`src/rtl/subtractive_synth_voice_macros.svh`:
```
// assertion macros for the subtractive synth voice
// used by the rtl files that carry assertions; needs signals clock and reset in scope
`ifndef SUBTRACTIVE_SYNTH_VOICE_MACROS_SVH
`define SUBTRACTIVE_SYNTH_VOICE_MACROS_SVH
`ifndef SYNTHESIS
`define SSV_ASSERT(lbl, prop) \
   lbl: assert property (@(posedge clock) disable iff (reset) prop) \
      else $error("ssv assertion failed");
`define SSV_ASSERT_IMPL(lbl, pre, post) \
   `SSV_ASSERT(lbl, (pre) |-> (post))
`else
`define SSV_ASSERT(lbl, prop)
`define SSV_ASSERT_IMPL(lbl, pre, post)
`endif
`endif

```
`src/rtl/ssv_mult.sv`:
```
// shared signed multiplier with registered product
// no dependencies
`timescale 1ns / 1ps
`default_nettype none
module ssv_mult #(
   parameter int W = 34
) (
   input  logic                  clock,
   input  logic signed [W-1:0]   a,
   input  logic signed [W-1:0]   b,
   output logic signed [2*W-1:0] prod
);
   logic signed [2*W-1:0] prod_ff;

   always_ff @(posedge clock) begin
      prod_ff <= a * b;
   end

   assign prod = prod_ff;
endmodule
`default_nettype wire

```
`config.mk`:
```
export PLATFORM = sky130hd
export DESIGN_NAME = ssv_mult
export DESIGN_NICKNAME = d
export VERILOG_FILES = /design/src/rtl/subtractive_synth_voice_macros.svh /design/src/rtl/ssv_mult.sv
export SDC_FILE = /design/constraint.sdc
export NUM_CORES = 2
export LEC_CHECK = 0
export BUFFER_PORTS_ARGS = -buffer_cell sky130_fd_sc_hd__buf_2
export CAP_MARGIN = 20
export CORE_ASPECT_RATIO = 0.75
export CORE_MARGIN = 2
export CORE_UTILIZATION = 57
export CTS_BUF_LIST = sky130_fd_sc_hd__clkbuf_4 sky130_fd_sc_hd__clkbuf_8
export CTS_CLUSTER_SIZE = 24
export DETAILED_ROUTE_END_ITERATION = 8
export PLACE_DENSITY = 0.74
export SLEW_MARGIN = 40
export SYNTH_ARGS = -nofsm -noshare
export SYNTH_HDL_FRONTEND = slang
export SYNTH_SLANG_ARGS = --single-unit
```
`constraint.sdc`:
```
create_clock -name clock -period 13 [get_ports clock]
set_input_delay 2.6 -clock clock [delete_from_list [all_inputs] [get_ports clock]]
set_output_delay 2.6 -clock clock [all_outputs]
set_load 0.03 [all_outputs]
```
# Yosys cells after proc, flatten, opt, wreduce, memory -nomap -nowiden
# Index checks and enable logic that the tools add are counted.
dict set report word_totals {
  ff_bits 68
  output_inout_bits 68
  wordCells 2
}
dict set report op_classes {
  mul 1
}
# cell count
set ops {}
lappend ops {{$mul 34x34->68} 1}

# Logic depth before layout (Yosys ltp)
dict set report logic_depth {
  ltp_word 1
  mapped_depth 31
  depth_no_buf 29
}

# Least setup slack after synthesis
# OpenSTA, ideal clock, no wires.
dict set report synth_path {
  path_type {input -> register}
  startpoint {input port a[33]}
  endpoint {register prod_ff[65] (netlist: prod[65])}
  setup_ps 72
  arrival_time_ps 10018
  t_required_ps 12928
  slack_ps 2910
  path_stages 24
  path_buffers 2
  path_cell_list {clkbuf_1 -> nand2_1 -> inv_1 -> fa_1 -> fa_1 -> fa_1 -> fa_1 -> inv_1 -> fa_1 -> fa_1 -> fa_1 -> fa_1 -> inv_1 -> ha_1 -> clkdlybuf4s50_2 -> nand3_1 -> or2_2 -> nor2_1 -> a221oi_1 -> o21ai_0 -> a31oi_2 -> nor2_2 -> o41ai_2 -> xnor2_1}
}
dict set report synth_via {
  elab_chain_len 1
}
# item line
set synth_lines {}
lappend synth_lines {{start, declared} ssv_mult.sv:9} ;# input logic signed [W-1:0] a,
lappend synth_lines {{$mul 34x34->68} ssv_mult.sv:16} ;# prod_ff <= a * b;
lappend synth_lines {{end signal, assigned} ssv_mult.sv:16}
lappend synth_lines {{end, declared} ssv_mult.sv:13} ;# logic signed [2*W-1:0] prod_ff;
# Every way passes these cells.

# Worst setup path after layout
# Same ends and word-level chain as after synthesis.

==> impl_metrics.json <==
{
  "status": "finished, final reports clean",
  "port_buffers": 136,
  "hold_buffers": 0,
  "slowest_stage": "fa_1",
  "cts.repair.resized": 0,
  "vias_per_cell": 5.51,
  "endpoint_kind": "flop",
  "critPathTopFamily": "adder cells",
  "grt_pass1_vias": 33200,
  "synth_edf_count": 0,
  "fmax_mhz": 93.1,
  "clkSinkCount": 68,
  "setup_viol": 0,
  "h-tree-depth": 3,
  "async_flop_share_pct": 0,
  "postCtsSetupRepairBufs": 0,
  "fillers": 6289,
  "die_w_um": 321,
  "netlist_instances": 4554,
  "critPathMaxFanout": 34,
  "cp_num_cells": 23,
  "drt-pass1-iter-count": 6,
  "drc": 0,
  "cp_num_buf_inv": 4,
  "grt_pass1_wl_um": 193000,
  "cp-start-kind": "input port",
  "initial_core_util_pct": 57.4,
  "areaGrowthSynthToFinish_pct": 3.70,
  "cp_common_cell": "fa_1",
  "ys_seq_area_share_pct": 3.16,
  "worst_slew_pin_slew_ps": 934,
  "clockBufferDepth": 2,
  "coreArea_sq_mm": 0.0750,
  "rsz0062_at_grt": "false",
  "routed_wirelength_um": 119000,
  "max-cap-violations": 0,
  "ant_nets": 0,
  "path_clk_slew_ps": 130,
  "largest_reg_flops": 68,
  "hold_depth": 2,
  "grtUsageTotal_pct": 32.8,
  "ios": 137,
  "antenna_found_initial": 9,
  "final_common_cell": "fa_1",
  "dp_hpwl_um": 95100,
  "ys_ff_latch": 68,
  "drive_gt1_share_pct": 4.94,
  "grt_max_degree": 35,
  "vias": 30300,
  "hold_end": "prod[0]",
  "root_buffer": "clkbuf_8",
  "worst_hold_startpoint": "a[0]",
  "tns_ps": 0,
  "die_h_um": 242,
  "wire_per_inst_um": 21.7,
  "period_share_pct": 82.6,
  "rows": 87,
  "slew_viol_final": 0,
  "cts_tree": "built",
  "cp.required_ps": 13370,
  "synth-main-ff-cell": "dfxtp_1",
  "cpPeakStageDelay_ps": 980,
  "hold_class": "input port to flop",
  "final_cell_mix": "fa_1, inv_1, and2_1",
  "setup.worst_path.class": "input port to flop",
  "cts_buffers": 9,
  "nNetsFinal": 6023,
  "die-area_sq_mm": 0.0777,
  "ys_types": 69,
  "syn_avg_cell_area_sq_um": 9.45,
  "finalHoldViolCount": 0,
  "min_period_ps": 10740,
  "slew_headroom_pct": 37.8,
  "initialDrtViolationCount": 2748,
  "ys_warn_count": 0,
  "routabilityCongestion": 0.949,
  "arrival_ps": 11110,
  "syn-num-nets": 6068,
  "synth.cell_area_sq_mm": 0.0430,
  "crit_chain": "buf_2, nand2_1, fa_1, fa_1, inv_1, fa_1, inv_1, fa_1, fa_1, fa_1, fa_1, fa_1, inv_1, ha_1, nand3_1, or2_2, nor2_1, a221oi_1, o21ai_0, a31oi_2, nor2_2, o41ai_2, xnor2_1",
  "gr-total-overflow": 0
}
[synth_stat cells, types with 11 or more instances]
library cell / n / area share, %
and2_1: 621 / 9.0
a21oi_1: 61 / 0.71
dfxtp_1: 68 / 3.2
clkbuf_1: 214 / 1.9
a21o_1: 37 / 0.65
o21ai_0: 31 / 0.36
nor2_1: 54 / 0.47
nand2b_1: 20 / 0.29
nand4_1: 11 / 0.16
fa_1: 1241 / 58
nand3_1: 11 / 0.13
ha_1: 204 / 5.9
xor2_1: 23 / 0.47
o21bai_1: 12 / 0.21
nand2_1: 542 / 4.7
inv_1: 1231 / 11
xnor2_1: 56 / 1.1
[per-stage QoR]
stage	hold WS [ps]	std cells	utilization (%)	cell area (sq um)	worst slack, ps
finish	2690	5494	59.5	44600	2260
global route	2720	5494	59.5	44600	1930
CTS	2670	5491	59.4	44500	2380
detailed placement	3030	5475	59.1	44300	1960
global placement	3030	5474	59.0	44300	1970
floorplan	2730	4554	-	43000	2910
[how the worst max path moves through the flow]
stage	from	end	slack, ps
after floorplan	a[33]	prod[65]	2910
after global placement	a[33]	prod[66]	1970
after detailed placement	a[33]	prod[65]	1960
after CTS	a[33]	prod[65]	2380
after global routing	a[33]	prod[67]	1930
final	a[33]	prod[65]	2260
[final cells by class]
class / count / area, sq um / share of cell area, %
Multi-Input combinational cell: 3026 / 36100 / 81.0
Inverter: 1232 / 4620 / 10.4
Sequential cell: 68 / 1360 / 3.05
Tap cell: 979 / 1220 / 2.75
Timing Repair Buffer: 172 / 1050 / 2.34
Clock buffer: 10 / 138 / 0.308
Clock inverter: 6 / 71.3 / 0.160
Antenna cell: 1 / 2.50 / 0.00561
[kinds of logic (layout without fill, tap and decap cells)]
group	after synthesis	after routing	share of synthesized area (%)
xor gates and xnor gates	79	79	1.61
and+or+nand+nor	1296	1296	15.4
AOI/OAI and AO/OA	206	206	3.35
DFF	68	68	3.16
adders and majority gates	1445	1445	63.7
buffers and inverters	1460	1420	12.8
other	0	1	0
[metal layers]
metal  routed length [um]  share of wire (%)  vias up  global-route usage [%]
li1                     -                  -    12700                       -
met1                51200                 43    15500                    50.2
met2                49300                 41     1867                    45.7
met3                16000                 13      188                    10.0
met4                 3020                2.5        4                    8.11
met5                   25              0.021        -                       0
Power is not shown: default switching activity piles up to over one toggle a cycle in this logic, so the estimate is an artifact.
