[config.mk]
export PLATFORM = sky130hd
export DESIGN_NAME = ssv_divider
export DESIGN_NICKNAME = d
export VERILOG_FILES = /design/src/rtl/subtractive_synth_voice_macros.svh /design/src/rtl/ssv_divider.sv
export SDC_FILE = /design/constraint.sdc
export NUM_CORES = 1
export LEC_CHECK = 0
export ABC_AREA = 1
export BUFFER_PORTS_ARGS = -buffer_cell sky130_fd_sc_hd__clkbuf_2
export CAP_MARGIN = 0
export CORE_UTILIZATION = 39
export CTS_CLUSTER_DIAMETER = 50
export DETAILED_ROUTE_END_ITERATION = 10
export GPL_TIMING_DRIVEN = 0
export SLEW_MARGIN = 15
export SYNTH_ARGS = -nofsm -noshare
export SYNTH_HDL_FRONTEND = slang
export SYNTH_SLANG_ARGS = --single-unit
[constraint.sdc]
create_clock -name clock -period 5 [get_ports clock]
set_input_delay 0.25 -clock clock [delete_from_list [all_inputs] [get_ports clock]]
set_output_delay 0.25 -clock clock [all_outputs]
set_load 0.005 [all_outputs]
[src/rtl/subtractive_synth_voice_macros.svh]
// assertion macros for the subtractive synth voice
// used by the rtl files that carry assertions; needs signals clock and reset in scope
`ifndef SUBTRACTIVE_SYNTH_VOICE_MACROS_SVH
`define SUBTRACTIVE_SYNTH_VOICE_MACROS_SVH
`ifndef SYNTHESIS
`define SSV_ASSERT(lbl, prop) \
   lbl: assert property (@(posedge clock) disable iff (reset) prop) \
      else $error("ssv assertion failed");
`define SSV_ASSERT_IMPL(lbl, pre, post) \
   `SSV_ASSERT(lbl, (pre) |-> (post))
`else
`define SSV_ASSERT(lbl, prop)
`define SSV_ASSERT_IMPL(lbl, pre, post)
`endif
`endif

[src/rtl/ssv_divider.sv]
// bit-serial restoring divider for numerator below denominator, one quotient bit a cycle
// no dependencies
`timescale 1ns / 1ps
`default_nettype none
module ssv_divider #(
   parameter int QB = 22
) (
   input  logic          clock,
   input  logic          reset,
   input  logic          start,
   input  logic [31:0]   numer,
   input  logic [31:0]   denom,
   output logic          done,
   output logic [QB-1:0] quo
);
   localparam int CW = $clog2(QB);

   logic          busy_ff, busy_in;
   logic          done_ff, done_in;
   logic [CW-1:0] count_ff, count_in;
   logic [31:0]   rem_ff, rem_in;
   logic [31:0]   den_ff, den_in;
   logic [QB-1:0] quo_ff, quo_in;
   logic [32:0]   shifted;
   logic [32:0]   diff;

   always_comb begin
      busy_in  = busy_ff;
      done_in  = 1'b0;
      count_in = count_ff;
      rem_in   = rem_ff;
      den_in   = den_ff;
      quo_in   = quo_ff;
      shifted  = {rem_ff, 1'b0};
      diff     = shifted - {1'b0, den_ff};
      if (start) begin
         busy_in  = 1'b1;
         count_in = CW'(QB - 1);
         rem_in   = numer;
         den_in   = denom;
      end else if (busy_ff) begin
         // remainder stays below the denominator, so one compare settles each bit
         if (!diff[32]) begin
            rem_in = diff[31:0];
            quo_in = {quo_ff[QB-2:0], 1'b1};
         end else begin
            rem_in = shifted[31:0];
            quo_in = {quo_ff[QB-2:0], 1'b0};
         end
         if (count_ff == '0) begin
            busy_in = 1'b0;
            done_in = 1'b1;
         end else begin
            count_in = count_ff - 1'b1;
         end
      end
   end

   always_ff @(posedge clock) begin
      if (reset) begin
         busy_ff <= 1'b0;
         done_ff <= 1'b0;
      end else begin
         busy_ff <= busy_in;
         done_ff <= done_in;
      end
      count_ff <= count_in;
      rem_ff   <= rem_in;
      den_ff   <= den_in;
      quo_ff   <= quo_in;
   end

   assign done = done_ff;
   assign quo  = quo_ff;
endmodule
`default_nettype wire

# [After elaboration in Yosys (flattened, before gate mapping)]
# Index checks and enable logic that the tools add are counted.
[totals] register_bits=93 elab_cells=24
[op_classes] n_addsub=2 mux=8 bitwise=3 reduce_logical=5
[op_table] operator="32-bit two-way mux" n=3
[op_table] operator="33-bit by 32-bit subtractor with 33-bit output" n=1
[op_table] operator="5-bit logical NOT" n=1
[op_table] operator="1-bit two-way mux" n=5
[op_table] operator="5-bit by 1-bit subtractor with 5-bit output (second input constant)" n=1
[op_table] operator="2-bit AND reduction" n=2
[op_table] operator="1-bit NOT" n=3
[op_table] operator="3-bit OR reduction" n=1
[op_table] operator="2-bit nonzero test" n=1

# [Logic depth before layout (Yosys ltp)]
[depth] depth_word=4 depth_mapped=16 depth_no_buf=15

# [Worst setup path after synthesis]
# Ideal clock, no wire load.
[synth_path] path_kind="register to register" start="reg rem_ff[0]" end="reg rem_ff[27] (data pin)" arrival_ps=1918 required_time_ps=4748 slack_ps=2830 path_stages_with_launch=15 synth_period_minus_slack_ps=2170 cell_sequence="edfxtp_1 > fa_1 > nand2_1 > nand2_2 > nand3_2 > nand2_4 > nand2_4 > nand2_4 > nand2_4 > nand3_4 > nand2_8 > buf_12 > nand2_2 > nand3_2 > nand2_2"
[synth_between] elab_chain_cells=4
[synth_rtl] element="start, declared" line="ssv_divider.sv:21" text="logic [31:0] rem_ff, rem_in;"
[synth_rtl] element="start signal, assigned" line="ssv_divider.sv:68" text="rem_ff <= rem_in;"
[synth_rtl] element="33-bit by 32-bit subtractor with 33-bit output" line="ssv_divider.sv:35" text="diff = shifted - {1'b0, den_ff};"
[synth_rtl] element="32-bit two-way mux" line="ssv_divider.sv:43" text="if (!diff[32]) begin"
[synth_rtl] element="32-bit two-way mux" line="ssv_divider.sv:41" text="end else if (busy_ff) begin"
[synth_rtl] element="32-bit two-way mux" line="ssv_divider.sv:36" text="if (start) begin"
[synth_rtl] element="net rem_in[27]" line="ssv_divider.sv:21"
# The timed path passes the listed nets, and every way through them passes these cells. The select of a mux whose other input is x is not followed.
# A chain may end at the register's enable or synchronous reset.

# [Final worst setup path]
[layout_path] start="reg rem_ff[18]" end="reg rem_ff[23] (data pin)"
# Same word-level chain as after synthesis.

==> impl_metrics.tcl <==
set metrics [dict create \
    run_status "finished, final reports clean" \
    worst-path-max-fanout 10 \
    yosysWarningCount 0 \
    die_h_um 134 \
    cpPeakStageDelay_ps 410 \
    reg2reg_slack_ps 2490 \
    maxSlewViolCount 0 \
    clock.fmax_mhz 399 \
    post-route-min-period_ps 2510 \
    finalSetupViolations 0 \
    cp.required_ps 5120 \
    synthSimpleGateAreaFrac 0.365 \
    area_delta_synth_final_pct 15.8 \
    drive_above_1_share 0.183 \
    synthCells 910 \
    hold_viol 0 \
    dp_hpwl_um 13700 \
    cp_cell_sequence "ha_1 > nand2_1 > nand2_1 > inv_1 > nand2_1 > nand2_1 > nand2_1 > a21oi_4 > nand3_4 > nand2_8 > buf_12 > nand2_2 > nand3_2 > nand2_2" \
    async_reset_ff_frac 0 \
    hold_depth 1 \
    finalSetupTns_ps 0 \
    ctsHtreeMaxLevel 3 \
    synth_fp_nets 1010 \
    fin_worst_skew_ps 12.6 \
    synth_edf_count 86 \
    worst_slew_pin_slew_ps 940 \
    insertion_delay_ps 370 \
    fin_crit_sh 0.501 \
    pwr-share-seq 0.314 \
    r2r_start "rem_ff[18]" \
    synth_seq_area_share 0.401 \
    slew_headroom 0.373 \
    yosys_most_used_dff "edfxtp_1" \
    synth-xor-area-share 0.0116 \
    grt-ovfl-total 0 \
    p_int_w 0.00189 \
    post-route-drc-count 0 \
    place_congestion 0.897 \
    synthDistinctLibCells 40 \
    vdd_ir_drop_max_uv 217 \
    io_buffers 89 \
    post_cts_buffers 0 \
    drtIter0Drc 273 \
    endpoint_kind "flop" \
    die_w_um 134 \
    die_area_um2 17900 \
    cts_made_buffers 9 \
    hold_start "denom[27]" \
    antenna_left 0 \
    vias 5651 \
    root_buffer "clkbuf_16" \
    cts.path.max_buffers 2 \
    filler_cell_count 1756 \
    wire_per_inst_um 13.8 \
    grt_start_max_net_pins 34 \
    cap_viol_max_count 0 \
    synth.area.mux_share 0 \
    cts_tree "yes" \
    p_per_area_nw_per_um2 413 \
    wirelength_um 17100 \
    path_clk_slew_ps 80 \
    vias_per_cell 4.57 \
    critPathKind "flop to flop" \
    reg2regPathDepth 14 \
    start_util 0.405 \
    final_cells 1237 \
    postCtsResizedCells 0 \
    clock_power_share 0.224 \
    avgSynthCellArea_um2 7.45 \
    grtUsageTotal 0.204 \
    p_leak_nw 4.18 \
    cp.arrival_ps 2620 \
    power_switching_w 0.00136 \
    path_common_cell "nand2_1" \
    place_inst 1221 \
    ioPinCount 90 \
    rows 47 \
    core_area_um2 16800 \
    ys_ff_latch 93 \
    cp-start-kind "flop" \
    cp_slowest_cell "edfxtp_1" \
    drtPass1Iterations 5 \
    holdBufCountCts 0 \
    rsz0062_at_grt "no" \
    synth_compound_area_frac 0.0345 \
    r2r_end "rem_ff[23]" \
    path_delay_family "simple AND/OR/NAND/NOR gates" \
    hold_end "den_ff[27]" \
    grt_pass1_wl_um 28300 \
    antenna_found_initial 0 \
    synth_top_family_by_area "simple AND/OR/NAND/NOR gates" \
    sw_frac_of_total 0.418 \
    cts.sinks 93 \
    synthAdderAreaFrac 0.0620 \
    diodes 0 \
    syn_area_um2 6780 \
    grt_pass1_vias 5675 \
    layout.nets 1112 \
    hold_class "primary input to flop" \
    path_buf_inv 2 \
    pwr-share-comb 0.462 \
]
how the worst max path moves through the flow:
| stage | start | end | slack, ps | cells past startpoint |
|---|---|---|---|---|
| finish | rem_ff[18] | rem_ff[23] | 2490 | 14 |
| global placement | start | rem_ff[15] | 1600 | 5 |
| CTS | rem_ff[22] | rem_ff[23] | 2470 | 14 |
| global route | rem_ff[22] | rem_ff[14] | 2260 | 14 |
| detailed placement | start | rem_ff[17] | 2190 | 6 |
| floorplan | rem_ff[0] | rem_ff[27] | 2830 | 14 |
flip-flops by register name, indices dropped and copies added (netlist names):
register  cells
busy_ff       1
quo          22
done          1
count_ff      5
den_ff       32
rem_ff       32
final cells by class:
| cell class | instances | area, um2 | share of cell area |
|---|---|---|---|
| Multi-Input combinational cell | 608 | 3220 | 0.409 |
| Sequential cell | 93 | 2720 | 0.346 |
| Inverter | 195 | 732 | 0.0931 |
| Timing Repair Buffer | 91 | 488 | 0.0621 |
| Tap cell | 220 | 275 | 0.0350 |
| Clock buffer | 10 | 250 | 0.0318 |
| Buffer | 14 | 119 | 0.0151 |
| Clock inverter | 6 | 56.3 | 0.00716 |
cell usage in the layout (no fill, tap or decap), types with 2 or more instances in the layout:
| cell | synthesis | layout |
|---|---|---|
| nor2_1 | 37 | 36 |
| o21bai_1 | 5 | 5 |
| inv_8 | 0 | 3 |
| xnor2_1 | 9 | 9 |
| ha_1 | 32 | 32 |
| nor2_4 | 2 | 2 |
| dfxtp_1 | 7 | 7 |
| nand2_2 | 36 | 37 |
| nand2_8 | 2 | 2 |
| nand3_2 | 11 | 11 |
| nand3b_1 | 12 | 12 |
| o21ai_0 | 3 | 3 |
| clkbuf_16 | 0 | 10 |
| nand4_1 | 8 | 8 |
| nand3_1 | 75 | 75 |
| inv_6 | 0 | 2 |
| a21oi_4 | 3 | 3 |
| inv_1 | 192 | 192 |
| nand2_4 | 8 | 8 |
| a21oi_1 | 21 | 21 |
| edfxtp_1 | 86 | 86 |
| buf_12 | 2 | 2 |
| nor3_1 | 8 | 8 |
| buf_4 | 4 | 4 |
| clkbuf_1 | 5 | 5 |
| inv_2 | 3 | 3 |
| nor2_2 | 1 | 2 |
| and2_1 | 4 | 4 |
| clkbuf_2 | 0 | 89 |
| nor4_1 | 2 | 2 |
| nand2_1 | 319 | 318 |
cells in the mapped netlist, drive strengths merged (6+ instances only):
cell / n / area [um2]
dfxtp: 7 / 140
nor2: 40 / 168
buf: 8 / 86.3
edfxtp: 86 / 2580
a21oi: 24 / 154
inv: 195 / 732
ha: 32 / 400
nand3: 87 / 503
clkbuf: 6 / 32.5
nand2: 365 / 1550
xnor2: 9 / 78.8
nand3b: 12 / 90.1
nor3: 9 / 56.3
nand4: 8 / 50.1
through the flow:
step,total power (W),setup WS [ps],area (um2),hold slack (ps),utilization
4_1_cts,0.00327,2470,7860,40.0,0.469
6_report,0.00324,2490,7860,51.3,0.469
3_5_place_dp,0.00253,2190,7550,429,0.451
2_1_floorplan,0.00216,2830,6780,319,-
5_1_grt,0.00350,2260,7860,40.5,0.469
3_3_place_gp,0.00251,1600,7500,426,0.448
layer usage:
metal  routed length [um]  part of all wire  global-route usage  up-vias
met5                    0                 0                   0        -
met4                  280             0.016              0.0638        0
met3                  668             0.039              0.0329       19
met2                 7640              0.45               0.332      105
met1                 8510              0.50               0.278     2490
li1                     -                 -                   -     3037
logic make-up after synthesis:
group | count (synthesis)
AOI/OAI and AO/OA | 36
adders and majority gates | 33
xor gates and xnor gates | 9
DFF | 93
and+or+nand+nor | 530
buffers and inverters | 209
power by group through the flow:
| stage | Sequential (W) | Combinational, W | Clock [W] |
|---|---|---|---|
| 6_report | 0.00102 | 0.00150 | 0.000726 |
| 2_1_floorplan | 0.00102 | 0.00113 | 0 |
| 4_1_cts | 0.00102 | 0.00151 | 0.000750 |
| 5_1_grt | 0.00103 | 0.00170 | 0.000769 |
| 3_3_place_gp | 0.00103 | 0.00148 | 0 |
| 3_5_place_dp | 0.00103 | 0.00150 | 0 |
(Power assumes the default switching activity.)
